===== src/sv/stf_pkg.sv =====
// ----------------------------------------------------------------------------
// stf_pkg
// types, constants and register codes of the silence trim / fade / gain block
// ----------------------------------------------------------------------------
`default_nettype none

package stf_pkg;

    localparam int POSITION_WIDTH = 32;
    localparam int FRAME_W        = 32;
    localparam int CMP_WIDTH      = (POSITION_WIDTH > FRAME_W) ? POSITION_WIDTH : FRAME_W;

    localparam int SAMPLE_W   = 16;
    localparam int THR_W      = 16;
    localparam int SCAN_W     = 24;
    localparam int VOL_W      = 16;
    localparam int CFG_DATA_W = 32;
    localparam int CFG_IDX_W  = 3;

    // lane datapath widths
    localparam int GAIN_W    = SAMPLE_W + VOL_W;
    localparam int PROD_W    = GAIN_W + FRAME_W;
    localparam int QUO_W     = 19;
    localparam int REM_W     = FRAME_W + 1;
    localparam int DIV_STEPS = QUO_W;
    localparam int CNT_W     = 5;
    localparam int Q_FRAC    = 12;

    localparam logic [QUO_W-1:0] SAT_POS     = QUO_W'(32767);
    localparam logic [QUO_W-1:0] SAT_NEG_MAG = QUO_W'(32768);

    // reset values of the registers
    localparam logic [THR_W-1:0]   RST_THRESHOLD  = THR_W'(8);
    localparam logic [SCAN_W-1:0]  RST_SCAN_LIMIT = SCAN_W'(441000);
    localparam logic [FRAME_W-1:0] RST_FADE_START = FRAME_W'(6615000);
    localparam logic [FRAME_W-1:0] RST_TOTAL      = FRAME_W'(6967800);
    localparam logic [VOL_W-1:0]   RST_VOLUME     = VOL_W'(4096);

    typedef enum logic [CFG_IDX_W-1:0] {
        REG_SILENCE_THRESHOLD = 3'd0,
        REG_SCAN_LIMIT        = 3'd1,
        REG_FADE_START        = 3'd2,
        REG_TOTAL_FRAMES      = 3'd3,
        REG_VOLUME_Q12        = 3'd4
    } cfg_reg_t;

    typedef struct packed {
        logic signed [SAMPLE_W-1:0] left_in;
        logic signed [SAMPLE_W-1:0] right_in;
    } in_frame_t;

    typedef struct packed {
        logic signed [SAMPLE_W-1:0] left_out;
        logic signed [SAMPLE_W-1:0] right_out;
        logic                       end_of_track;
    } out_frame_t;

    typedef enum logic [2:0] {
        L_IDLE,
        L_GAIN,
        L_MUL,
        L_PREP,
        L_DIV,
        L_DONE
    } lane_state_t;

    typedef enum logic {
        C_IDLE,
        C_BUSY
    } ctl_state_t;

    typedef struct packed {
        logic start;
        logic fading;
        logic ack;
    } lane_ctrl_t;

    typedef struct packed {
        logic done;
    } lane_stat_t;

endpackage

`default_nettype wire


===== src/sv/stf_merge.sv =====
// ----------------------------------------------------------------------------
// stf_merge
// joins both lanes and the end flag into the registered result transfer
// ----------------------------------------------------------------------------
`default_nettype none

module stf_merge
    import stf_pkg::*;
(
    input  wire logic                       aclk,
    input  wire logic                       aresetn,
    input  wire lane_stat_t                 left_stat,
    input  wire lane_stat_t                 right_stat,
    input  wire logic signed [SAMPLE_W-1:0] left_res,
    input  wire logic signed [SAMPLE_W-1:0] right_res,
    input  wire logic                       eot,
    input  wire logic                       m_ready,
    output logic                            m_valid,
    output out_frame_t                      m_data,
    output logic                            done,
    output logic                            free
);

    logic       m_valid_reg, m_valid_next;
    out_frame_t data_reg;
    logic       load;

    assign done = left_stat.done & right_stat.done;
    assign free = !m_valid_reg || m_ready;
    assign load = done && free;

    always_comb begin
        m_valid_next = m_valid_reg;
        if (load) begin
            m_valid_next = 1'b1;
        end else if (m_ready) begin
            m_valid_next = 1'b0;
        end
    end

    always_ff @(posedge aclk) begin
        if (!aresetn) begin
            m_valid_reg <= 1'b0;
        end else begin
            m_valid_reg <= m_valid_next;
        end
    end

    always_ff @(posedge aclk) begin
        if (load) begin
            data_reg.left_out     <= left_res;
            data_reg.right_out    <= right_res;
            data_reg.end_of_track <= eot;
        end
    end

    assign m_valid = m_valid_reg;
    assign m_data  = data_reg;

endmodule

`default_nettype wire


===== config.mk =====
export PLATFORM = sky130hd
export DESIGN_NAME = stf_merge
export DESIGN_NICKNAME = d
export VERILOG_FILES = /design/src/sv/stf_pkg.sv /design/src/sv/stf_merge.sv
export SDC_FILE = /design/constraint.sdc
export NUM_CORES = 1
export LEC_CHECK = 0
export BUFFER_PORTS_ARGS = -buffer_cell sky130_fd_sc_hd__buf_2
export CAP_MARGIN = 20
export CORE_MARGIN = 8
export CORE_UTILIZATION = 42
export CTS_BUF_LIST = sky130_fd_sc_hd__clkbuf_16
export DETAILED_ROUTE_END_ITERATION = 8
export GPL_TIMING_DRIVEN = 0
export PLACE_DENSITY = 0.82
export SLEW_MARGIN = 15
export SYNTH_ARGS = -nofsm -noshare
export SYNTH_HDL_FRONTEND = slang
export SYNTH_SLANG_ARGS = --single-unit

===== constraint.sdc =====
create_clock -name aclk -period 3.7 [get_ports aclk]
set_input_delay 1.11 -clock aclk [delete_from_list [all_inputs] [get_ports aclk]]
set_output_delay 1.11 -clock aclk [all_outputs]
set_load 0.02 [all_outputs]

* Yosys cells after proc, flatten, opt, wreduce, memory -nomap -nowiden
Cells that the tools add are included.
** Word-level totals
- Bits in writable memories :: 0
- Bits of input ports :: 38
- Bits in read-only memories :: 0
- Logic and storage cells :: 11
- Output and inout port bits :: 36
- Register bits :: 34
- Bits in latches :: 0
- Memories :: 0
** Cells by class
- Reduce and logical (&&, ||, !) cells :: 4
- Magnitude comparators :: 0
- Multiplexer cells :: 2
- Equal/unequal tests :: 0
- Shift operators :: 0
- Divide/modulo/power cells :: 0
- Bitwise gates (word level) :: 1
- Multiply operators :: 0
- Add/sub/neg operators :: 0
** Operators by type and width (count)
- $mux W1 :: 2
- $reduce_bool A2 Y1 :: 1
- $and A1 B1 Y1 :: 1
- $logic_and A1 B1 Y1 :: 1
- $logic_not A1 Y1 :: 1
- $logic_or A1 B1 Y1 :: 1

* Longest topological paths before layout
Gate-level depths: netlist (run 1).
- Word-level depth :: 4
- Mapped depth :: 3

* Worst setup path after synthesis (run 1)
OpenSTA, ideal clock, no wires.
- Kind :: input-to-reg
- Start :: input left_stat
- End :: register data_reg, in the netlist m_data[0] (enable)
- Arrival time :: 2.197 ns
- Path slack :: 1.110 ns
- Data required time :: 3.307 ns
- Cell stages on the path :: 3
- Cells stage by stage :: nand2_1 -> inv_1 -> and2_1
** On the way
- Word-level cells in the longest chain between the ends :: 2
** RTL lines
- from (decl) :: RTL line stf_merge.sv:12 : input wire lane_stat_t left_stat,
- $and A1 B1 Y1 :: RTL line stf_merge.sv:28 : assign done = left_stat.done & right_stat.done;
- via done :: RTL line stf_merge.sv:20 : output logic done,
- $logic_and A1 B1 Y1 :: RTL line stf_merge.sv:30 : assign load = done && free;
- via load :: RTL line stf_merge.sv:26 : logic load;
- to (decl) :: RTL line stf_merge.sv:25 : out_frame_t data_reg;
The timed path passes the listed nets, and every way through them passes these cells.
A chain may end at the register's enable or synchronous reset.

* Final worst setup path (run 1)
- Start :: input left_stat
- End :: output done
** On the way
- Word-level cells in the longest chain between the ends :: 1
** RTL lines (RTL line)
- $and A1 B1 Y1 :: stf_merge.sv:28
- to (decl) :: stf_merge.sv:20
No other way between the ends.

==> results of run 1 <==
where the power goes:
part	internal, mW	switching (mW)
clock	0.241	0.131
sequential	0.444	0.00397
combinational	0.0259	0.0413
layout by cell type (no fill, tap or decap):
master / n
buf_2: 73
edfxtp_1: 33
clkbuf_16: 5
inv_1: 3
nand2_1: 1
nand2b_4: 1
and2_2: 1
a21boi_2: 1
clkinv_1: 1
dfxtp_1: 1
tightest hold or removal path, cell delays in order, from the launching register on:
cell and delay [ps]:
dfxtp_1 320, nand2b_4 80, a21boi_2 50
final cells by class:
| type | count | share of cell area |
|---|---|---|
| repair buffers | 73 | 0.230 |
| inverters | 1 | 0.00236 |
| clock inverters | 3 | 0.00708 |
| multi-input cells | 4 | 0.0228 |
| well taps | 30 | 0.0236 |
| clock buffers | 5 | 0.0787 |
| flip-flops and latches | 34 | 0.636 |
cell families after synthesis:
| family | count (synthesis) | synth area share |
|---|---|---|
| AO/OA/AOI/OAI | 1 | 0.0107 |
| AND/OR/NAND/NOR | 3 | 0.0226 |
| buffers and inverters | 1 | 0.00357 |
| flip-flops | 34 | 0.963 |
path summary, 6_finish.rpt:
kind	startpoint	end	slack (ps)	depth (start not counted)
max	left_stat	done	1090	4
min	m_valid	m_valid	500	2
max reg2reg	m_valid	m_data[25]	2280	2
min reg2reg	m_valid	m_valid	500	2
metal layers:
metal / part of all wire / GRT usage / up-vias
met1: 0.37 / 0.121 / 308
met2: 0.44 / 0.180 / 50
li1: - / - / 312
met4: 0.019 / 0.0640 / 0
met3: 0.17 / 0.0915 / 5
met5: 0 / 0 / -
==> impl_metrics.toml, run 1 <==
[route]
drt-total-wl_mm = 2.68
vias = 675
firstDrtPassIters = 3
wl_per_cell_um = 17.9
via_per_inst = 4.50
postRouteAntennaNets = 0
drc = 0
drt_iter0_drc = 13

[cells_and_area]
nNetsFinal = 157
n_antenna_cell = 0
final_area_mm2 = 0.00159
final_cell_count_no_fill = 150
final_layout_size_suffix_gt1_frac = 0.675
nFillCells = 184
multi_input_area_um2 = 36.3
area_delta_synth_final_pct = 51.5
largest_register_ffs = 33
utilization = 0.654
seqCellArea_mm2 = 0.00101

[worst_setup_path]
timing.critical_path.mode_cell = "buf_2"
crit_buf_inv = 3
endpoint_kind = "output port"
crit_type = "in2out"
cp-start-kind = "primary input"
path_delay_family = "buffers and inverters"
path_max_fanout = 2
slowest_stage = "buf_2"
critPathRequiredTime_ps = 2590
path_cells = "buf_2 -> nand2_1 -> inv_1 -> buf_2"
critPathMaxStageDelay_ps = 150
arrival_ps = 1500

[place]
place_ws_ps = 1090
dp_cells = 142
place_area_mm2 = 0.00145
globalplace.congestion = 0.733
io_buffers = 73
dp_hpwl_mm = 2.08

[die]
chipWidth_um = 66.0
dieArea_mm2 = 0.00436
initial_utilization = 0.432
core_region_area_mm2 = 0.00243
die_y_um = 66.0
io_pins = 74
rows = 18

[clock_network]
cts_resized = 0
root_buffer = "clkbuf_16"
clockBufferDepth = 2
cts_setup_buffers = 0
cts_sinks = 34
cts_hold_buffers = 0
clk_pin_slew_ps = 50
cts_made_buffers = 5
insertion_delay_ps = 270
htreeDepth = 2
tritoncts = "yes"

[timing]
fin_crit_sh = 0.705
setup_tns_ps = 0
rsz0062_at_grt = "no"
drv_slew = 0
setup_viol = 0
hold_viol_final = 0
setup_ws_ps = 1090
max_freq_mhz = 383
fin_skew_ps = 3.85
fin_hold_ws_ps = 498
worst_pin_slew_ps = 745
period_minus_slack_ps = 2610
relSlewSlack = 0.504

[power]
finalPower_mw = 0.887
p_per_area_mw_per_mm2 = 558
p_leak_nw = 0.702
vdd_drop_max_uv = 484

[run]
cap_viol_max_count = 0

[grt]
grt_max_degree = 34
grt_usage = 0.121
grt_pass1_vias = 692
antenna_found_initial = 0
overflow = 0
grt_pass1_wl_mm = 3.59

[synth]
synth_edf_count = 33
syn_inst = 39
synth_area_mm2 = 0.00105
yosysMostFrequentCell = "edfxtp_1"
syn_area_per_cell_um2 = 26.9
yosysSeqAreaShare = 0.963
synth_nets = 77
synth_top_cell_area_share = 0.944
synth_cell_types = 7
ys_async_sr_fraction = 0
ys_seq_elements = 34
synth_area_leader_cell = "edfxtp_1"
ys_top_cells_by_area = "edfxtp_1, dfxtp_1, nand2b_4, a21boi_2, and2_1"
synthFlopType = "edfxtp_1"
yosysWarnings = 0

[outcome]
status = "finished clean"

[worst_hold_path]
hold_class = "reg2reg"
No activity file was read; power rests on OpenSTA's default activity.
==> run 2: changes to the inputs <==
- ABC_AREA: not set -> 1
- CORE_UTILIZATION: 42 -> 35
- PLACE_DENSITY: 0.82 -> 0.73
- clock period: 3.7 -> 2.3 ns (I/O delays scaled with it)
==> run 2 against run 1 <==
  * Clock skew shrank 1.2 ps
  * Wire length shrank 12%
  * Die area is 15% higher
  * Synthesized cell count grew 5.1%
  * Non-clock buffer count is 1 higher
  * Cell area up 2.8%
  * Power increased by 63%
  * Sequential cell count did not move
  * Register-to-register slack got worse by 1300 ps
  * Critical endpoint unchanged
  * Largest power group unchanged
  * Highest routed layer unchanged
==> impl_metrics.toml, run 2 <==
[outcome]
status = "finished clean"

[timing]
fin_hold_ws_ps = 540
fin_skew_ps = 2.61
setup_viol = 0
fin_crit_sh = 0.804
relSlewSlack = 0.644
max_freq_mhz = 541
rsz0062_at_grt = "no"
worst_pin_slew_ps = 533
setup_ws_ps = 451
period_minus_slack_ps = 1850
drv_slew = 0
hold_viol_final = 0

[grt]
top_usage_layer = "met2"
grt_max_degree = 21
overflow = 0
grtUsageMet3 = 0.0918
grt_use_met2 = 0.136
grt_pass1_wl_mm = 3.59
antenna_found_initial = 0
grt_pass1_vias = 809
use_met1 = 0.0864
grt_usage = 0.0946

[die]
core_region_area_mm2 = 0.00295
rows = 20
io_pins = 74
chipWidth_um = 70.7
initial_utilization = 0.354
dieArea_mm2 = 0.00499
die_y_um = 70.7

[power]
p_per_area_mw_per_mm2 = 882
finalPower_mw = 1.44
p_leak_nw = 0.710
vdd_drop_max_uv = 438

[route]
vias = 686
postRouteAntennaNets = 0
wl_per_cell_um = 15.1
drc = 0
drt-total-wl_mm = 2.35
via_per_inst = 4.40
drt_iter0_drc = 22
firstDrtPassIters = 4

[synth]
synth_cell_types = 8
yosysMostFrequentCell = "edfxtp_1"
yosysWarnings = 0
yosys-top-cells-count = "edfxtp_1, inv_1"
ys_async_sr_fraction = 0
synthFlopType = "edfxtp_1"
syn_inst = 41
synth_area_mm2 = 0.00105
synth_nets = 79
syn_area_per_cell_um2 = 25.5
synth_area_leader_cell = "edfxtp_1"
ys_seq_elements = 34
yosysSeqAreaShare = 0.967
synth_top_cell_area_share = 0.947
ys_top_cells_by_area = "edfxtp_1, dfxtp_1, a21oi_2, inv_1, nand2_2"
synth_edf_count = 33

[place]
globalplace.congestion = 0.664
io_buffers = 73
place_area_mm2 = 0.00149
place_ws_ps = 419
dp_cells = 148

[worst_setup_path]
slowest_stage = "buf_2"
crit_type = "in2out"
cp-start-kind = "primary input"
rrSetupSlack_ps = 940
arrival_ps = 1160
path_max_fanout = 3
endpoint_kind = "output port"
critPathMaxStageDelay_ps = 160
critPathRequiredTime_ps = 1610
timing.critical_path.mode_cell = "buf_2"
path_cells = "buf_2 -> nand2_1 -> inv_1 -> buf_2"

[clock_network]
tritoncts = "yes"
cts_resized = 0
cts_made_buffers = 5
cts_setup_buffers = 0
cts_sinks = 34
root_buffer = "clkbuf_16"
cts_hold_buffers = 0
insertion_delay_ps = 270
clockBufferDepth = 2
clk_pin_slew_ps = 50
htreeDepth = 2

[cells_and_area]
area_delta_synth_final_pct = 56.3
final_area_mm2 = 0.00164
n_antenna_cell = 0
nFillCells = 246
final_cell_count_no_fill = 156
largest_register_ffs = 33
final_layout_size_suffix_gt1_frac = 0.691
final_common_cell = "buf_2"
nNetsFinal = 160
layout_common_cells = "buf_2, edfxtp_1, clkbuf_16"

[worst_hold_path]
hold_class = "reg2reg"

[run]
cap_viol_max_count = 0
==> run 2: cell types whose count changed after synthesis, sizes merged <==
| cell | previous run | this run |
|---|---|---|
| a21boi | 1 | 0 |
| a21oi | 0 | 2 |
| and2 | 1 | 0 |
| inv | 1 | 3 |
| nand2 | 1 | 2 |
| nand2b | 1 | 0 |
==> run 2: power by group <==
part	switching (mW)	internal, mW	leakage [nW]
logic	0.0684	0.0460	0.326
clock network	0.214	0.395	0.0672
registers	0.00673	0.713	0.317
==> run 2: final cells by class <==
class / count / area [um^2] / share of cell area
repair buffers: 74 / 393 / 0.240
clock inverters: 3 / 18.8 / 0.0115
inverters: 3 / 11.3 / 0.00689
well taps: 33 / 41.3 / 0.0252
flip-flops and latches: 34 / 1010 / 0.618
multi-input cells: 4 / 35.0 / 0.0214
clock buffers: 5 / 125 / 0.0765
==> run 2: metrics by stage <==
| stage | utilization | setup TNS (ps) |
|---|---|---|
| 3_3_place_gp | 0.493 | -5060 |
| 5_1_grt | 0.554 | 0 |
| 4_1_cts | 0.554 | 0 |
| 2_1_floorplan | - | 0 |
| 6_report | 0.554 | 0 |
| 3_5_place_dp | 0.505 | 0 |
==> run 2: path summary, 6_finish.rpt <==
kind	cells past startpoint	to	from
setup / recovery	4	done	right_stat
hold / removal	2	m_valid	m_valid
setup reg to reg	2	m_data[9]	m_valid
hold reg to reg	2	m_valid	m_valid
==> run 2: logic make-up after synthesis <==
group                  Yosys count  share of synthesized area
flip-flops                      34                      0.967
buffers and inverters            3                     0.0108
AND/OR/NAND/NOR                  2                    0.00957
AO/OA/AOI/OAI                    2                     0.0132
==> run 2: worst max-delay path, delay by kind of cell <==
family | cells | cell delay [ps]
simple gates | 1 | 150
buf+inv | 3 | 320
==> run 2: per-layer routing <==
layer  share of wire  up-vias
li1                -      318
met1            0.35      308
met2            0.45       58
met3            0.20        2
met4          0.0072        0
met5               0        -
