## config.mk

```make
export PLATFORM = sky130hd
export DESIGN_NAME = stf_lane
export DESIGN_NICKNAME = d
export VERILOG_FILES = /design/src/sv/stf_pkg.sv /design/src/sv/stf_lane.sv
export SDC_FILE = /design/constraint.sdc
export NUM_CORES = 2
export LEC_CHECK = 0
export ABC_AREA = 1
export ABC_CLOCK_PERIOD_IN_PS = 14300
export BUFFER_PORTS_ARGS = -buffer_cell sky130_fd_sc_hd__buf_2
export CORE_MARGIN = 5
export CORE_UTILIZATION = 39
export DETAILED_ROUTE_END_ITERATION = 16
export GPL_ROUTABILITY_DRIVEN = 0
export PLACE_DENSITY_LB_ADDON = 0.15
export SLEW_MARGIN = 20
export SYNTH_ARGS = -nofsm -noshare
export SYNTH_HDL_FRONTEND = slang
export SYNTH_SLANG_ARGS = --single-unit
```

## constraint.sdc

```tcl
create_clock -name aclk -period 14.3 [get_ports aclk]
set_input_delay 0 -clock aclk [delete_from_list [all_inputs] [get_ports aclk]]
set_output_delay 0 -clock aclk [all_outputs]
set_load 0.005 [all_outputs]
```

## src/sv/stf_pkg.sv

```systemverilog
// ----------------------------------------------------------------------------
// stf_pkg
// types, constants and register codes of the silence trim / fade / gain block
// ----------------------------------------------------------------------------
`default_nettype none

package stf_pkg;

    localparam int POSITION_WIDTH = 32;
    localparam int FRAME_W        = 32;
    localparam int CMP_WIDTH      = (POSITION_WIDTH > FRAME_W) ? POSITION_WIDTH : FRAME_W;

    localparam int SAMPLE_W   = 16;
    localparam int THR_W      = 16;
    localparam int SCAN_W     = 24;
    localparam int VOL_W      = 16;
    localparam int CFG_DATA_W = 32;
    localparam int CFG_IDX_W  = 3;

    // lane datapath widths
    localparam int GAIN_W    = SAMPLE_W + VOL_W;
    localparam int PROD_W    = GAIN_W + FRAME_W;
    localparam int QUO_W     = 19;
    localparam int REM_W     = FRAME_W + 1;
    localparam int DIV_STEPS = QUO_W;
    localparam int CNT_W     = 5;
    localparam int Q_FRAC    = 12;

    localparam logic [QUO_W-1:0] SAT_POS     = QUO_W'(32767);
    localparam logic [QUO_W-1:0] SAT_NEG_MAG = QUO_W'(32768);

    // reset values of the registers
    localparam logic [THR_W-1:0]   RST_THRESHOLD  = THR_W'(8);
    localparam logic [SCAN_W-1:0]  RST_SCAN_LIMIT = SCAN_W'(441000);
    localparam logic [FRAME_W-1:0] RST_FADE_START = FRAME_W'(6615000);
    localparam logic [FRAME_W-1:0] RST_TOTAL      = FRAME_W'(6967800);
    localparam logic [VOL_W-1:0]   RST_VOLUME     = VOL_W'(4096);

    typedef enum logic [CFG_IDX_W-1:0] {
        REG_SILENCE_THRESHOLD = 3'd0,
        REG_SCAN_LIMIT        = 3'd1,
        REG_FADE_START        = 3'd2,
        REG_TOTAL_FRAMES      = 3'd3,
        REG_VOLUME_Q12        = 3'd4
    } cfg_reg_t;

    typedef struct packed {
        logic signed [SAMPLE_W-1:0] left_in;
        logic signed [SAMPLE_W-1:0] right_in;
    } in_frame_t;

    typedef struct packed {
        logic signed [SAMPLE_W-1:0] left_out;
        logic signed [SAMPLE_W-1:0] right_out;
        logic                       end_of_track;
    } out_frame_t;

    typedef enum logic [2:0] {
        L_IDLE,
        L_GAIN,
        L_MUL,
        L_PREP,
        L_DIV,
        L_DONE
    } lane_state_t;

    typedef enum logic {
        C_IDLE,
        C_BUSY
    } ctl_state_t;

    typedef struct packed {
        logic start;
        logic fading;
        logic ack;
    } lane_ctrl_t;

    typedef struct packed {
        logic done;
    } lane_stat_t;

endpackage

`default_nettype wire

```

## src/sv/stf_lane.sv

```systemverilog
// ----------------------------------------------------------------------------
// stf_lane
// one channel: gain multiply, then in the fade a fade multiply and restoring divide; saturation
// ----------------------------------------------------------------------------
`default_nettype none

module stf_lane
    import stf_pkg::*;
(
    input  wire logic                       aclk,
    input  wire logic                       aresetn,
    input  wire lane_ctrl_t                 ctrl,
    input  wire logic signed [SAMPLE_W-1:0] sample_in,
    input  wire logic [VOL_W-1:0]           volume,
    input  wire logic [FRAME_W-1:0]         num,
    input  wire logic [FRAME_W-1:0]         den,
    output lane_stat_t                      stat,
    output logic signed [SAMPLE_W-1:0]      result
);

    lane_state_t state_reg, state_next;

    logic                neg_reg;
    logic [SAMPLE_W-1:0] mag_reg;
    logic [VOL_W-1:0]    vol_reg;
    logic [FRAME_W-1:0]  num_reg;
    logic [FRAME_W-1:0]  den_reg;
    logic                fading_reg;
    logic [GAIN_W-1:0]   gain_reg;
    logic [PROD_W-1:0]   prod_reg;
    logic [QUO_W-1:0]    dvd_reg;
    logic [REM_W-1:0]    rem_reg;
    logic [QUO_W-1:0]    quo_reg;
    logic [CNT_W-1:0]    cnt_reg;

    logic [SAMPLE_W-1:0] sample_u;
    logic [SAMPLE_W-1:0] mag;
    logic [REM_W-1:0]    cand;
    logic                fits;
    logic [QUO_W-1:0]    q_sat;

    assign sample_u = sample_in;
    assign mag      = sample_u[SAMPLE_W-1] ? (~sample_u + SAMPLE_W'(1)) : sample_u;

    // one quotient bit per step
    assign cand = {rem_reg[REM_W-2:0], dvd_reg[QUO_W-1]};
    assign fits = (cand >= {1'b0, den_reg});

    always_comb begin
        state_next = state_reg;
        unique case (state_reg)
            L_IDLE: if (ctrl.start) state_next = L_GAIN;
            L_GAIN: state_next = L_MUL;
            L_MUL:  state_next = fading_reg ? L_PREP : L_DONE;
            L_PREP: state_next = L_DIV;
            L_DIV:  if (cnt_reg == '0) state_next = L_DONE;
            L_DONE: if (ctrl.ack) state_next = L_IDLE;
            default: state_next = L_IDLE;
        endcase
    end

    always_comb begin
        stat.done = (state_reg == L_DONE);
        if (neg_reg) begin
            q_sat  = (quo_reg > SAT_NEG_MAG) ? SAT_NEG_MAG : quo_reg;
            result = SAMPLE_W'(~q_sat[SAMPLE_W-1:0] + SAMPLE_W'(1));
        end else begin
            q_sat  = (quo_reg > SAT_POS) ? SAT_POS : quo_reg;
            result = q_sat[SAMPLE_W-1:0];
        end
    end

    always_ff @(posedge aclk) begin
        if (!aresetn) begin
            state_reg <= L_IDLE;
        end else begin
            state_reg <= state_next;
        end
    end

    always_ff @(posedge aclk) begin
        unique case (state_reg)
            L_IDLE: begin
                if (ctrl.start) begin
                    neg_reg    <= sample_u[SAMPLE_W-1];
                    mag_reg    <= mag;
                    vol_reg    <= volume;
                    num_reg    <= num;
                    den_reg    <= den;
                    fading_reg <= ctrl.fading;
                end
            end
            L_GAIN: gain_reg <= mag_reg * vol_reg;
            L_MUL: begin
                prod_reg <= gain_reg * num_reg;
                quo_reg  <= gain_reg[GAIN_W-2:Q_FRAC];
            end
            L_PREP: begin
                // the quotient stays below 2^19, so the top part is already a remainder
                rem_reg <= {1'b0, prod_reg[PROD_W-2:PROD_W-1-FRAME_W]};
                dvd_reg <= prod_reg[Q_FRAC+QUO_W-1:Q_FRAC];
                quo_reg <= '0;
                cnt_reg <= CNT_W'(DIV_STEPS - 1);
            end
            L_DIV: begin
                rem_reg <= fits ? (cand - {1'b0, den_reg}) : cand;
                quo_reg <= {quo_reg[QUO_W-2:0], fits};
                dvd_reg <= {dvd_reg[QUO_W-2:0], 1'b0};
                cnt_reg <= cnt_reg - CNT_W'(1);
            end
            L_DONE: ;
            default: ;
        endcase
    end

endmodule

`default_nettype wire

```

; ---- Word-level counts from Yosys, hierarchy flattened
; Index checks and enable logic that the tools add are counted.
[totals]
register_bits = 271
latch_bits = 0
ramBits = 0
mem_bits_ro = 0
in_bits = 101
word_cells = 53
memories = 0
[classes]
addsub = 4
multipliers = 2
div_mod_pow = 0
n_lt_le_gt_ge = 3
n_eq_ne = 8
shifts = 0
muxes = 14
bitwise = 2
n_reduce_logical = 6
[ops]
columns = operator, count
row1 = 32-bit one-hot mux with 2 select lines, 1
row2 = 32-bit by 32-bit multiplier with 63-bit output, 1
row3 = 19-bit one-hot mux with 3 select lines, 1
row4 = 16-bit 2-to-1 mux, 3
row5 = 19-bit one-hot mux with 2 select lines, 1
row6 = 33-bit by 32-bit greater-or-equal comparator with 1-bit output, 1
row7 = 16-bit by 1-bit adder with 16-bit output (second input constant), 2
row8 = 16-bit by 16-bit multiplier with 32-bit output, 1
row9 = 32-bit 2-to-1 mux, 1
row10 = 16-bit NOT, 2
row11 = 32-bit subtractor, 1
row12 = 19-bit by 15-bit greater-than comparator with 1-bit output (second input constant), 1
row13 = 19-bit by 16-bit greater-than comparator with 1-bit output (second input constant), 1
row14 = 3-bit one-hot mux with 6 select lines, 1
row15 = 15-bit 2-to-1 mux, 1
row16 = 3-bit 2-to-1 mux, 4
row17 = 5-bit one-hot mux with 2 select lines, 1
row18 = 3-bit by 2-bit equality test with 1-bit output (second input constant), 2
row19 = 3-bit equality test (second input constant), 2
row20 = 2-bit inequality test (second input constant), 3
row21 = 5-bit logical NOT, 1
row22 = 5-bit by 1-bit subtractor with 5-bit output (second input constant), 1
row23 = 3-bit by 1-bit equality test with 1-bit output (second input constant), 1
row24 = 3-bit logical NOT, 1
row25 = 4 further kinds, 4

; ---- Depth between registers and ports, before layout
[logic_depth]
depth_word = 5
mapped_depth = 30
ltp_nobuf = 29

; ---- Worst setup path before layout
; OpenSTA, ideal clock, no wires.
[synth_timing]
kind = flip-flop to flip-flop
startpoint = register gain_reg[30]
endpoint = register prod_reg[62] (data pin)
setup_ns = 0.252
t_arrival_ns = 6.190
required_time_ns = 14.048
path_slack_ns = 7.858
path_stages_with_launch = 26
n_path_buf = 2
synth_period_minus_slack_ns = 6.442
path_cell_list = edfxtp_1 -> clkbuf_1 -> clkbuf_1 -> nand2_1 -> fa_1 -> inv_1 -> fa_1 -> fa_1 -> inv_1 -> fa_1 -> inv_1 -> fa_1 -> fa_1 -> fa_1 -> inv_1 -> fa_1 -> inv_1 -> ha_1 -> a21oi_1 -> o21ai_0 -> a21oi_1 -> o21ai_0 -> a21oi_1 -> nand2_1 -> nand2_1 -> nand2_1
[synth_between]
elab_chain_len = 1
[synth_lines]
columns = element, line
row1 = from (decl), stf_lane.sv:29  ; logic [GAIN_W-1:0] gain_reg;
row2 = from (signal assigned), stf_lane.sv:93  ; L_GAIN: gain_reg <= mag_reg * vol_reg;
row3 = 32-bit by 32-bit multiplier with 63-bit output, stf_lane.sv:95  ; prod_reg <= gain_reg * num_reg;
row4 = to (signal assigned), stf_lane.sv:95
row5 = to (decl), stf_lane.sv:30  ; logic [PROD_W-1:0] prod_reg;
; No other way between the ends.
; A chain may end at the register's enable or synchronous reset.

; ---- Worst setup path after layout
[layout_timing]
startpoint = register gain_reg[20]
endpoint = register prod_reg[42] (data pin)
; The elaborated chain is that of the path after synthesis.

==> impl_metrics.env <==
export IMPL_cpMaxStageDelayCell="edfxtp_1"
export IMPL_grt_max_degree=57
export IMPL_cp_start_kind="flip-flop"
export IMPL_cts_buffers=41
export IMPL_fillers=14800
export IMPL_fp_dieArea_um2=153000
export IMPL_reg2reg_depth=23
export IMPL_synth_nets=8753
export IMPL_grt_pass1_vias=47100
export IMPL_fin_skew_ns=0.0427
export IMPL_cp_arrival_ns=8.27
export IMPL_async_flop_share=0
export IMPL_crit_family="adder cells"
export IMPL_synth_top_flop_cell="edfxtp_1"
export IMPL_hold_violations=0
export IMPL_path_buf_inv=7
export IMPL_die_x_um=391
export IMPL_clkSinkCount=259
export IMPL_grt_antenna_before_repair=8
export IMPL_ys_seq_area_frac=0.137
export IMPL_maxSlewViolCount=0
export IMPL_synth_distinct_cells=58
export IMPL_port_buffers=117
export IMPL_cpMostUsedCell="fa_1"
export IMPL_drt_iter0_markers=3313
export IMPL_worst_pin_slew_ns=0.955
export IMPL_worst_path_stages=23
export IMPL_yosys_area_top_type="fa_1"
export IMPL_totalNegativeSetupSlack_ns=0
export IMPL_coreArea_um2=144000
export IMPL_critPathKind="reg2reg"
export IMPL_fmax_mhz=128
export IMPL_hold_start="den[20]"
export IMPL_io_pin_count=118
export IMPL_finalSetupViolCount=0
export IMPL_drc=0
export IMPL_r2r_end="prod_reg[42]"
export IMPL_cap_viol_max_count=0
export IMPL_root_buffer="clkbuf_16"
export IMPL_ff2ff_setup_slack_ns=6.47
export IMPL_path_clk_slew_ns=0.06
export IMPL_synthesis_area_um2=56600
export IMPL_num_rows=139
export IMPL_grt_overflow=0
export IMPL_clk_path_buf_depth=3
export IMPL_drive_above_1_share=0.0461
export IMPL_cts_resized=0
export IMPL_start_util=0.393
export IMPL_worstPathRequired_ns=14.74
export IMPL_maxSlewHeadroom=0.363
export IMPL_r2r_start="gain_reg[20]"
export IMPL_yosysWarnings=0
export IMPL_cts_tree="done"
export IMPL_syn2layout_area_growth_pct=8.77
export IMPL_wl_um=175000
export IMPL_hold_path_class="in2reg"
export IMPL_ctsHoldBuffers=117
export IMPL_end_kind="flip-flop"
export IMPL_num_vias=44400
export IMPL_post_cts_setup_buffers=0
export IMPL_netlist_top_cells_area="fa_1 (38%), inv_1 (14%), edfxtp_1 (14%)"
export IMPL_ant_nets=0
export IMPL_drt_wirelength_per_cell_um=19.2
export IMPL_fin_crit_ns=7.83
export IMPL_status="completed"
export IMPL_fin_crit_sh=0.548
export IMPL_dr_pass1_iters=9
export IMPL_final_nets=8795
export IMPL_track_usage=0.235
export IMPL_slowest_delay_ns=0.97
export IMPL_holdPathEnd="den_reg[20]"
export IMPL_cp_max_fo=18
export IMPL_largest_reg_flops=51
export IMPL_synth_top_area_frac=0.385
export IMPL_via_per_inst=4.86
export IMPL_grt_setup_unrepaired="no"
export IMPL_holdPathStages=2
export IMPL_dp_hpwl_um=133000
export IMPL_grt_pass1_wl_um=275000
export IMPL_crit_chain="buf_4 -> nand2_1 -> inv_1 -> fa_1 -> inv_1 -> fa_1 -> fa_1 -> fa_1 -> inv_1 -> fa_1 -> fa_1 -> fa_1 -> inv_1 -> fa_1 -> inv_1 -> ha_1 -> a21oi_1 -> o21ai_0 -> a21oi_1 -> o21ai_0 -> inv_1 -> nand3_1 -> xor2_1"
export IMPL_syn_avg_cell_area_um2=7.90
export IMPL_synth_edf_count=256
export IMPL_postSynthCellCount=7170
export IMPL_htree_levels=2
export IMPL_clock_latency_ns=0.64
export IMPL_dieHeight_um=391
export IMPL_ys_ff_latch=259
## area by class of cell
class	count	area, um^2	area share
antenna	2	5.00	0.0000812
clock inverter	31	437	0.00709
multi-input combinational	4480	39700	0.645
clock buffer	45	1040	0.0169
timing repair buffer	307	2320	0.0376
tap	1903	2380	0.0386
sequential	259	7750	0.126
inverter	2123	7970	0.129
## worst reg2reg max path, cell delays in order (launching register included)
cell and delay, ns:
edfxtp_1 0.97, buf_4 0.50, nand2_1 0.11, inv_1 0.09
fa_1 0.41, inv_1 0.08, fa_1 0.44, fa_1 0.48
fa_1 0.55, inv_1 0.07, fa_1 0.55, fa_1 0.43
fa_1 0.49, inv_1 0.05, fa_1 0.48, inv_1 0.04
ha_1 0.36, a21oi_1 0.33, o21ai_0 0.23, a21oi_1 0.34
o21ai_0 0.19, inv_1 0.09, nand3_1 0.11, xor2_1 0.28
## cell usage after synthesis (3+ instances only)
cell,instances
nand3_1,158
ha_1,393
a31oi_1,4
o21bai_1,16
a21o_1,12
fa_1,1089
nor4_1,8
o41ai_1,5
o21a_1,6
or2_2,4
buf_4,4
buf_2,11
clkbuf_1,284
nand3_2,3
xor2_1,58
o21ai_0,106
edfxtp_1,256
nor2_1,252
nor2_2,5
buf_1,3
buf_6,3
xnor2_1,33
nand4_1,23
nand3b_1,26
a32o_1,5
nand2_1,2030
dfxtp_1,3
inv_2,6
nor2_4,5
nand2_2,34
a22oi_1,3
a21boi_0,5
a21oi_1,147
inv_1,2117
nor3_1,24
## layer usage
| layer | part of all wire | GRT usage |
|---|---|---|
| met3 | 0.076 | 0.0444 |
| met1 | 0.42 | 0.315 |
| met4 | 0.037 | 0.0740 |
| met5 | 0.00016 | 0 |
| met2 | 0.46 | 0.386 |
## cells by family (layout without fill, tap and decap cells)
logic type / after synthesis / in the layout / share of synthesized area
compound gates: 325 / 325 / 0.0325
buf+inv: 2431 / 2506 / 0.163
xor+xnor: 91 / 91 / 0.0141
simple gates: 2582 / 2582 / 0.182
flops: 259 / 259 / 0.137
fa+ha+maj: 1482 / 1482 / 0.472
other cells: 0 / 2 / 0
## placed cells by master, fill, tap and decap left out, types with 41 or more instances in the layout
cell type / Yosys / final
inv_1: 2117 / 2116
nand2_1: 2030 / 2028
fa_1: 1089 / 1089
ha_1: 393 / 393
edfxtp_1: 256 / 256
nor2_1: 252 / 249
nand3_1: 158 / 158
a21oi_1: 147 / 147
dlygate4sd3_1: 0 / 117
buf_2: 11 / 117
o21ai_0: 106 / 106
buf_4: 4 / 72
xor2_1: 58 / 58
clkbuf_16: 0 / 41
## through the flow
stage | instance area (um^2) | hold slack, ns | std cells | worst slack, ns | util
6_report | 61600 | 0.0643 | 9150 | 6.47 | 0.428
3_5_place_dp | 59000 | 0.178 | 8955 | 6.56 | 0.409
2_1_floorplan | 56600 | 0.0989 | 7170 | 7.86 | -
5_1_grt | 61600 | 0.0432 | 9148 | 6.17 | 0.428
4_1_cts | 61600 | 0.0106 | 9148 | 6.56 | 0.428
3_3_place_gp | 58900 | 0.176 | 8954 | 6.62 | 0.409
## worst max-delay path by stage
stage                     slack [ns]         start           end
after floorplan                 7.86  gain_reg[30]  prod_reg[62]
after global placement          6.62  gain_reg[20]  prod_reg[42]
after detailed placement        6.56  gain_reg[20]  prod_reg[42]
after CTS                       6.56  gain_reg[20]  prod_reg[42]
after global routing            6.17  gain_reg[20]  prod_reg[58]
final                           6.47  gain_reg[20]  prod_reg[42]
Power is not shown: default switching activity piles up to over one toggle a cycle in this logic, so the estimate is an artifact.
